File: src/rtl/slrg_pkg.sv
`timescale 1ns / 1ps
`default_nettype none

package slrg_pkg;

  localparam int unsigned VALUE_W  = 30;
  localparam int unsigned POS_W    = 6;

  typedef logic [VALUE_W-1:0] value_t;
  typedef logic [POS_W-1:0]   pos_t;

  localparam value_t MODULUS       = 30'd1000000000;
  localparam value_t SEED_RESET    = 30'd456;
  localparam pos_t   TABLE_LEN     = 6'd55;
  localparam pos_t   FILL_STRIDE   = 6'd21;
  // position written by the last step of the scattered fill, (21*54) % 55
  localparam pos_t   FILL_LAST_POS = 6'd34;
  localparam pos_t   MIX_LAG       = 6'd30;
  localparam pos_t   BACK_INIT     = 6'd31;
  localparam int unsigned MIX_PASSES = 4;

  typedef enum logic [2:0] {
    OP_NONE,
    OP_FILL_INIT,
    OP_FILL_STEP,
    OP_MIX_RD,
    OP_MIX_WR,
    OP_DRAW_RD,
    OP_DRAW_WR
  } dp_op_e;

  typedef struct packed {
    dp_op_e op;
  } cmd_t;

  typedef struct packed {
    logic fill_last;
    logic mix_last;
  } status_t;

  // (a - b) mod 1e9 for a, b already reduced
  function automatic value_t sub_mod(value_t a, value_t b);
    logic [VALUE_W:0] d;
    d = {1'b0, a} - {1'b0, b};
    if (d[VALUE_W]) begin
      sub_mod = d[VALUE_W-1:0] + MODULUS;
    end else begin
      sub_mod = d[VALUE_W-1:0];
    end
  endfunction

endpackage

`default_nettype wire

File: src/rtl/slrg_if.sv
`timescale 1ns / 1ps
`default_nettype none

interface slrg_req_if;
  logic valid;
  logic ready;
  logic restart;
  modport source (output valid, output restart, input ready);
  modport sink (input valid, input restart, output ready);
endinterface

interface slrg_rsp_if;
  logic             valid;
  logic             ready;
  slrg_pkg::value_t value;
  modport source (output valid, output value, input ready);
  modport sink (input valid, input value, output ready);
endinterface

interface slrg_cfg_if;
  logic             valid;
  logic             ready;
  slrg_pkg::value_t data;
  modport source (output valid, output data, input ready);
  modport sink (input valid, input data, output ready);
endinterface

`default_nettype wire

File: src/rtl/slrg_dp.sv
`timescale 1ns / 1ps
`default_nettype none

module slrg_dp (
  input  wire logic             clk_i,
  input  wire logic             rst_ni,
  input  wire slrg_pkg::cmd_t   cmd_i,
  output slrg_pkg::status_t     sts_o,
  input  wire logic             seed_we_i,
  input  wire slrg_pkg::value_t seed_i,
  output slrg_pkg::value_t      value_o
);
  import slrg_pkg::*;

  value_t mem_q [TABLE_LEN];
  value_t rd_a_q, rd_b_q;

  value_t seed_q;
  value_t cur_q, nxt_q, value_q;
  pos_t   fill_pos_q, mix_i_q, front_q, back_q;

  value_t seed_mod, diff, wdata;
  pos_t   waddr, raddr_a, raddr_b;
  pos_t   front_adv, back_adv, mix_other, fill_pos_nxt;
  logic   we, re;
  logic [POS_W:0] lag_sum, stride_sum;

  function automatic pos_t advance(pos_t p);
    advance = (p >= TABLE_LEN) ? 6'd1 : p + 6'd1;
  endfunction

  // position 1..55 to memory row
  function automatic pos_t slot(pos_t p);
    slot = (p >= 6'd1 && p <= TABLE_LEN) ? p - 6'd1 : 6'd0;
  endfunction

  assign seed_mod  = (seed_q >= MODULUS) ? seed_q - MODULUS : seed_q;
  assign diff      = sub_mod(rd_a_q, rd_b_q);
  assign front_adv = advance(front_q);
  assign back_adv  = advance(back_q);

  assign lag_sum    = {1'b0, mix_i_q} + {1'b0, MIX_LAG};
  assign mix_other  = (lag_sum >= {1'b0, TABLE_LEN}) ? POS_W'(lag_sum - {1'b0, TABLE_LEN})
                                                     : lag_sum[POS_W-1:0];
  assign stride_sum   = {1'b0, fill_pos_q} + {1'b0, FILL_STRIDE};
  assign fill_pos_nxt = (stride_sum >= {1'b0, TABLE_LEN})
                        ? POS_W'(stride_sum - {1'b0, TABLE_LEN}) : stride_sum[POS_W-1:0];

  always_comb begin
    we      = 1'b0;
    re      = 1'b0;
    waddr   = '0;
    wdata   = diff;
    raddr_a = '0;
    raddr_b = '0;
    case (cmd_i.op)
      OP_FILL_INIT: begin
        we    = 1'b1;
        waddr = TABLE_LEN - 6'd1;
        wdata = seed_mod;
      end
      OP_FILL_STEP: begin
        we    = 1'b1;
        waddr = fill_pos_q - 6'd1;
        wdata = nxt_q;
      end
      OP_MIX_RD: begin
        re      = 1'b1;
        raddr_a = mix_i_q - 6'd1;
        raddr_b = mix_other;
      end
      OP_MIX_WR: begin
        we    = 1'b1;
        waddr = mix_i_q - 6'd1;
      end
      OP_DRAW_RD: begin
        re      = 1'b1;
        raddr_a = slot(front_adv);
        raddr_b = slot(back_adv);
      end
      OP_DRAW_WR: begin
        we    = 1'b1;
        waddr = slot(front_q);
      end
      default: begin
        we = 1'b0;
      end
    endcase
  end

  // lag table, one write and two registered reads
  always_ff @(posedge clk_i) begin
    if (we) begin
      mem_q[waddr] <= wdata;
    end
    if (re) begin
      rd_a_q <= mem_q[raddr_a];
      rd_b_q <= mem_q[raddr_b];
    end
  end

  always_ff @(posedge clk_i or negedge rst_ni) begin
    if (!rst_ni) begin
      seed_q  <= SEED_RESET;
      front_q <= '0;
      back_q  <= BACK_INIT;
      mix_i_q <= 6'd1;
    end else begin
      if (seed_we_i) begin
        seed_q <= seed_i;
      end
      case (cmd_i.op)
        OP_FILL_INIT: begin
          front_q <= '0;
          back_q  <= BACK_INIT;
          mix_i_q <= 6'd1;
        end
        OP_MIX_WR: begin
          mix_i_q <= (mix_i_q == TABLE_LEN) ? 6'd1 : mix_i_q + 6'd1;
        end
        OP_DRAW_RD: begin
          front_q <= front_adv;
          back_q  <= back_adv;
        end
        default: begin
          front_q <= front_q;
        end
      endcase
    end
  end

  always_ff @(posedge clk_i) begin
    case (cmd_i.op)
      OP_FILL_INIT: begin
        cur_q      <= seed_mod;
        nxt_q      <= 30'd1;
        fill_pos_q <= FILL_STRIDE;
      end
      OP_FILL_STEP: begin
        nxt_q      <= sub_mod(cur_q, nxt_q);
        cur_q      <= nxt_q;
        fill_pos_q <= fill_pos_nxt;
      end
      OP_DRAW_WR: begin
        value_q <= diff;
      end
      default: begin
        cur_q <= cur_q;
      end
    endcase
  end

  assign sts_o.fill_last = (fill_pos_q == FILL_LAST_POS);
  assign sts_o.mix_last  = (mix_i_q == TABLE_LEN);
  assign value_o         = value_q;

endmodule

`default_nettype wire

File: src/rtl/slrg_ctrl.sv
`timescale 1ns / 1ps
`default_nettype none

module slrg_ctrl (
  input  wire logic              clk_i,
  input  wire logic              rst_ni,
  input  wire logic              req_valid_i,
  input  wire logic              req_restart_i,
  output logic                   req_ready_o,
  output logic                   rsp_valid_o,
  input  wire logic              rsp_ready_i,
  output slrg_pkg::cmd_t         cmd_o,
  input  wire slrg_pkg::status_t sts_i
);
  import slrg_pkg::*;

  localparam logic [2:0] S_IDLE    = 3'd0;
  localparam logic [2:0] S_FILL    = 3'd1;
  localparam logic [2:0] S_MIX_RD  = 3'd2;
  localparam logic [2:0] S_MIX_WR  = 3'd3;
  localparam logic [2:0] S_DRAW_RD = 3'd4;
  localparam logic [2:0] S_DRAW_WR = 3'd5;

  localparam logic [1:0] LAST_PASS = 2'(MIX_PASSES - 1);

  logic [2:0] state_q, state_d;
  logic [1:0] pass_q, pass_d;
  logic       seeded_q, seeded_d;
  logic       out_valid_q, out_valid_d;
  logic       out_free;

  assign out_free    = !out_valid_q || rsp_ready_i;
  assign req_ready_o = (state_q == S_IDLE);
  assign rsp_valid_o = out_valid_q;

  always_comb begin
    state_d     = state_q;
    pass_d      = pass_q;
    seeded_d    = seeded_q;
    out_valid_d = out_valid_q && !rsp_ready_i;
    cmd_o.op    = OP_NONE;
    case (state_q)
      S_IDLE: begin
        if (req_valid_i) begin
          if (!seeded_q || req_restart_i) begin
            cmd_o.op = OP_FILL_INIT;
            seeded_d = 1'b1;
            state_d  = S_FILL;
          end else begin
            cmd_o.op = OP_DRAW_RD;
            state_d  = S_DRAW_WR;
          end
        end
      end
      S_FILL: begin
        cmd_o.op = OP_FILL_STEP;
        if (sts_i.fill_last) begin
          pass_d  = '0;
          state_d = S_MIX_RD;
        end
      end
      S_MIX_RD: begin
        cmd_o.op = OP_MIX_RD;
        state_d  = S_MIX_WR;
      end
      S_MIX_WR: begin
        cmd_o.op = OP_MIX_WR;
        state_d  = S_MIX_RD;
        if (sts_i.mix_last) begin
          if (pass_q == LAST_PASS) begin
            state_d = S_DRAW_RD;
          end else begin
            pass_d = pass_q + 2'd1;
          end
        end
      end
      S_DRAW_RD: begin
        cmd_o.op = OP_DRAW_RD;
        state_d  = S_DRAW_WR;
      end
      S_DRAW_WR: begin
        if (out_free) begin
          cmd_o.op    = OP_DRAW_WR;
          out_valid_d = 1'b1;
          state_d     = S_IDLE;
        end
      end
      default: begin
        state_d = S_IDLE;
      end
    endcase
  end

  always_ff @(posedge clk_i or negedge rst_ni) begin
    if (!rst_ni) begin
      state_q     <= S_IDLE;
      pass_q      <= '0;
      seeded_q    <= 1'b0;
      out_valid_q <= 1'b0;
    end else begin
      state_q     <= state_d;
      pass_q      <= pass_d;
      seeded_q    <= seeded_d;
      out_valid_q <= out_valid_d;
    end
  end

endmodule

`default_nettype wire

File: src/rtl/subtractive_lagged_random_generator_unit.sv
`timescale 1ns / 1ps
`default_nettype none

// subtractive lagged random generator, modulus one billion. each request item
// returns one value in 0..999999999 on rsp_o; the consumer divides by 1e9 for a
// fraction. the first request after reset, or any request with restart set,
// first reseeds the 55-entry lag table from the seed register (reduced mod 1e9):
// a scattered fill with stride 21, then four mixing passes with lag 31. a plain
// draw uses the single table memory: it first reads both lag entries into
// registered read ports, then writes the difference back and loads the output
// register once that register is free. a reseed comes before the draw: 1 + 54
// fill writes, then 4 x 55 entries, each read and then written. the next request
// is taken while a result still waits in the output register. the seed is written
// through cfg_i, always ready; write it only while idle, the block does not check

module subtractive_lagged_random_generator_unit (
  input  wire logic   clk_i,
  input  wire logic   rst_ni,
  slrg_req_if.sink    req_i,
  slrg_rsp_if.source  rsp_o,
  slrg_cfg_if.sink    cfg_i
);
  import slrg_pkg::*;

  cmd_t    cmd;
  status_t sts;
  logic    seed_we;

  // seed register sits in the datapath, writes are always taken
  assign cfg_i.ready = 1'b1;
  assign seed_we     = cfg_i.valid;

  // sequencer: seeding passes and the two-step draw
  slrg_ctrl u_ctrl (
    .clk_i         (clk_i),
    .rst_ni        (rst_ni),
    .req_valid_i   (req_i.valid),
    .req_restart_i (req_i.restart),
    .req_ready_o   (req_i.ready),
    .rsp_valid_o   (rsp_o.valid),
    .rsp_ready_i   (rsp_o.ready),
    .cmd_o         (cmd),
    .sts_i         (sts)
  );

  // lag table memory, pointers, fill registers and output register
  slrg_dp u_dp (
    .clk_i     (clk_i),
    .rst_ni    (rst_ni),
    .cmd_i     (cmd),
    .sts_o     (sts),
    .seed_we_i (seed_we),
    .seed_i    (cfg_i.data),
    .value_o   (rsp_o.value)
  );

endmodule

`default_nettype wire

File: src/flat_wrapper.sv
// flat-port wrapper written by rule: the top's interface ports become plain ports
module subtractive_lagged_random_generator_unit_flat import slrg_pkg::*;
  (clk_i, rst_ni, req_i_valid, req_i_restart, req_i_ready, rsp_o_valid, rsp_o_value, rsp_o_ready, cfg_i_valid, cfg_i_data, cfg_i_ready);
  slrg_req_if req_i_i ();
  slrg_rsp_if rsp_o_i ();
  slrg_cfg_if cfg_i_i ();
  input  wire logic clk_i;
  input  wire logic rst_ni;
  input wire logic [$bits(req_i_i.valid)-1:0] req_i_valid;
  input wire logic [$bits(req_i_i.restart)-1:0] req_i_restart;
  output wire logic [$bits(req_i_i.ready)-1:0] req_i_ready;
  output wire logic [$bits(rsp_o_i.valid)-1:0] rsp_o_valid;
  output wire logic [$bits(rsp_o_i.value)-1:0] rsp_o_value;
  input wire logic [$bits(rsp_o_i.ready)-1:0] rsp_o_ready;
  input wire logic [$bits(cfg_i_i.valid)-1:0] cfg_i_valid;
  input wire logic [$bits(cfg_i_i.data)-1:0] cfg_i_data;
  output wire logic [$bits(cfg_i_i.ready)-1:0] cfg_i_ready;
  assign req_i_i.valid = req_i_valid;
  assign req_i_i.restart = req_i_restart;
  assign req_i_ready = req_i_i.ready;
  assign rsp_o_valid = rsp_o_i.valid;
  assign rsp_o_value = rsp_o_i.value;
  assign rsp_o_i.ready = rsp_o_ready;
  assign cfg_i_i.valid = cfg_i_valid;
  assign cfg_i_i.data = cfg_i_data;
  assign cfg_i_ready = cfg_i_i.ready;
  subtractive_lagged_random_generator_unit u_core (.clk_i(clk_i), .rst_ni(rst_ni), .req_i(req_i_i), .rsp_o(rsp_o_i), .cfg_i(cfg_i_i));
endmodule
File: config.mk
export PLATFORM = sky130hd
export DESIGN_NAME = subtractive_lagged_random_generator_unit_flat
export DESIGN_NICKNAME = d
export VERILOG_FILES = /design/src/rtl/slrg_pkg.sv /design/src/rtl/slrg_if.sv /design/src/rtl/slrg_dp.sv /design/src/rtl/slrg_ctrl.sv /design/src/rtl/subtractive_lagged_random_generator_unit.sv /design/src/flat_wrapper.sv
export SDC_FILE = /design/constraint.sdc
export NUM_CORES = 2
export LEC_CHECK = 0
export BUFFER_PORTS_ARGS = -buffer_cell sky130_fd_sc_hd__buf_2
export CAP_MARGIN = 30
export CORE_UTILIZATION = 30
export DETAILED_ROUTE_END_ITERATION = 7
export HOLD_SLACK_MARGIN = 0.15
export PLACE_DENSITY = 0.48
export REMOVE_ABC_BUFFERS = 1
export SETUP_SLACK_MARGIN = 0.4
export SYNTH_ARGS = -nofsm -noshare
export SYNTH_HDL_FRONTEND = slang
export SYNTH_SLANG_ARGS = --single-unit
File: constraint.sdc
create_clock -name clk_i -period 14.63 [get_ports clk_i]
set_input_delay 2.1945 -clock clk_i [delete_from_list [all_inputs] [get_ports clk_i]]
set_output_delay 2.1945 -clock clk_i [all_outputs]
set_load 0.005 [all_outputs]
==> qor.yml <==
outcome:
  outcome: "complete, no violations"
clocking:
  cts_buffer_depth: 4
  htree_levels: 4
  cts_root_buffer: "clkbuf_16"
  ctsResizeCount: 0
  cts_buffers: 215
  clkTransAtPathRegs_ps: 60
  ctsHoldBuffers: 0
  post_cts.repair.setup_buffers: 0
  clkLatencyLatePin_ps: 910
  clock_sinks: 1861
  cts_tree: "built"
setup_path:
  cpMaxStageDelayCell: "buf_4"
  slowest_delay_ps: 780
  cp_top_family: "buffers and inverters"
  required_ps: 15280
  cp-end-kind: "flip-flop"
  crit_type: "reg -> reg"
  path_cells: "ha_1, nor3_1, or3_1, nand2_1, inv_1, ha_1, or3b_1, o211a_2, a22o_4, buf_4, buf_4, buf_4, a21oi_1, a32oi_1, o22ai_1, or4_1, o22ai_1"
  worst-path-buf-inv: 4
  path_max_fanout: 65
  cpMostUsedCell: "buf_4"
  worstPathArrival_ps: 7820
  cp-start-kind: "flip-flop"
yosys:
  synth_area_per_cell_um2: 10.1
  synthDistinctLibCells: 100
  netlist.area_leader.share: 0.578
  syn_inst: 9320
  synth_flop_cell: "edfxtp_1"
  synth_area_leaders: "edfxtp_1 58%, nand2_1 12%, nand3_1 4.5%, a32oi_1 2.8%, a21oi_1 2.2%"
  async_flop_share: 0.0296
  yosys_register_bits: 1861
  yosys_warnings: 0
  syn_area_um2: 93800
  synth_top_cell_by_area: "edfxtp_1"
  synth_edf_count: 1806
  seq_area_frac_synth: 0.593
routing:
  wl_um: 371000
  drc: 0
  viasPerCell: 5.82
  ant_nets: 0
  drt_first_pass_iters: 8
  wl_per_cell_um: 27.7
  num_vias: 77863
  drt-initial-drc-count: 10592
placement:
  place_inst: 12983
  place_area_um2: 98600
  io_buffers: 67
  gp_congestion: 0.861
  hpwl_um: 212000
floorplanning:
  coreArea_um2: 310000
  die-area_um2: 315000
  die_x_um: 561
  start_util: 0.303
  die_height_um: 561
  io_pins: 69
  fp-row-count: 204
global_route:
  grt_first_pass_wirelength_um: 527000
  grt_use_total: 0.227
  antenna_found_initial: 15
  overflow: 0
  grt_start_max_net_pins: 164
  grt_pass1_vias: 72573
layout:
  drive_gt1_frac: 0.0824
  stdcell_count: 13384
  final_core_util: 0.340
  nNetsFinal: 9208
  nFillCells: 30775
  final_area_um2: 105000
  multi_input_area_um2: 35400
  syn_to_final_growth_pct: 12.5
  register_area_um2: 55600
sta:
  fmax_ghz: 0.139
  finalHoldViolCount: 0
  timing.slew.headroom: 0.262
  tightest_slew_ps: 1110
  min_period_ps: 7170
  setup_viol: 0
  finClkSkew_ps: 55.7
  period_share: 0.490
  slew_violations: 0
  rsz0062_at_grt: "no"
  setup_tns_ps: 0
job:
  cap_violations: 0
worst_hold_path:
  hold_class: "reg -> reg"
[area by class of cell]
cell class	instances	area share
flip-flops and latches	1861	0.527
repair buffers	269	0.0207
clock inverters	125	0.00994
well taps	4120	0.0489
inverters	96	0.00342
diodes	4	0.0000949
clock buffers	266	0.0540
multi-input cells	6643	0.336
[cells in the mapped netlist, types with 29 or more instances]
cell type	count
nor3_1	35
a21oi_1	405
a21o_1	39
mux2_2	32
a32oi_1	305
o211ai_1	29
edfxtp_1	1806
a311o_1	60
clkbuf_1	380
a311oi_1	39
mux2i_1	41
nand4_1	45
o221ai_1	55
o21ai_0	129
xor2_1	50
nand3_1	852
and3_1	234
ha_1	84
a31oi_1	310
inv_1	96
o22ai_1	151
dfrtp_1	45
a221oi_1	35
buf_2	248
xnor2_1	74
buf_1	61
or4_1	29
nand2_1	3081
nor2_1	237
[per-stage QoR]
stage | hold slack [ps] | worst slack, ps
2_1_floorplan | 441 | -4850
3_3_place_gp | 464 | 7030
4_1_cts | 489 | 7690
5_1_grt | 511 | 7300
3_5_place_dp | 473 | 6990
6_report | 484 | 7460
[sequential cells by signal, summed over array words and instances, names as in the netlist]
register	count
u_core.u_dp.seed_q	30
u_core.u_dp.rd_b_q	30
u_core.u_ctrl.seeded_q	1
u_core.u_dp.fill_pos_q	6
u_core.u_dp.rd_a_q	30
u_core.u_ctrl.state_q	3
u_core.u_dp.nxt_q	30
u_core.u_dp.mem_q	1650
u_core.u_dp.back_q	6
u_core.u_dp.value_o	30
u_core.u_ctrl.pass_q	2
u_core.u_dp.cur_q	30
u_core.u_dp.front_q	6
u_core.u_dp.mix_i_q	6
u_core.u_ctrl.rsp_valid_o	1
[logic make-up after synthesis]
family / Yosys count / synth area share
AND/OR/NAND/NOR: 4643 / 0.211
flip-flops: 1861 / 0.593
AO/OA/AOI/OAI: 1711 / 0.126
buffers and inverters: 816 / 0.0378
XOR/XNOR: 124 / 0.0116
adder cells (fa/ha/maj): 87 / 0.0118
multiplexers: 77 / 0.00918
other: 1 / 0.0000400
[per-layer routing]
metal / wire [µm] / share of wire / GRT usage / vias up
met5: 66 / 0.00018 / 0 / -
met4: 14200 / 0.038 / 0.0854 / 10
met3: 38000 / 0.10 / 0.0433 / 748
met2: 164000 / 0.44 / 0.353 / 4636
met1: 155000 / 0.42 / 0.313 / 38777
li1: - / - / - / 33692
[placed cells by master (no fill, tap or decap), drive strengths merged, types with 135 or more instances in the layout]
master and n:
nand2 3083, edfxtp 1806, nand3 854, a21oi 410, a31oi 310, a32oi 305, buf 269, clkbuf 266
nor2 238, and3 234, o22ai 152, o21ai 135
[path summary, 6_finish.rpt]
kind                                        start                      to  slack (ps)  depth (start not counted)
setup / recovery           u_core.u_dp.front_q[0]  u_core.u_dp.rd_a_q[21]        7460                         17
hold / removal             u_core.u_ctrl.seeded_q  u_core.u_ctrl.seeded_q         480                          1
setup reg to reg           u_core.u_dp.front_q[0]  u_core.u_dp.rd_a_q[21]        7460                         17
hold reg to reg            u_core.u_ctrl.seeded_q  u_core.u_ctrl.seeded_q         480                          1
max in group asynchronous                  rst_ni  u_core.u_dp.seed_q[29]       12610                          2
min in group asynchronous                  rst_ni  u_core.u_dp.front_q[5]        1470                          2
Power is not shown: default switching activity piles up to over one toggle a cycle in this logic, so the estimate is an artifact.
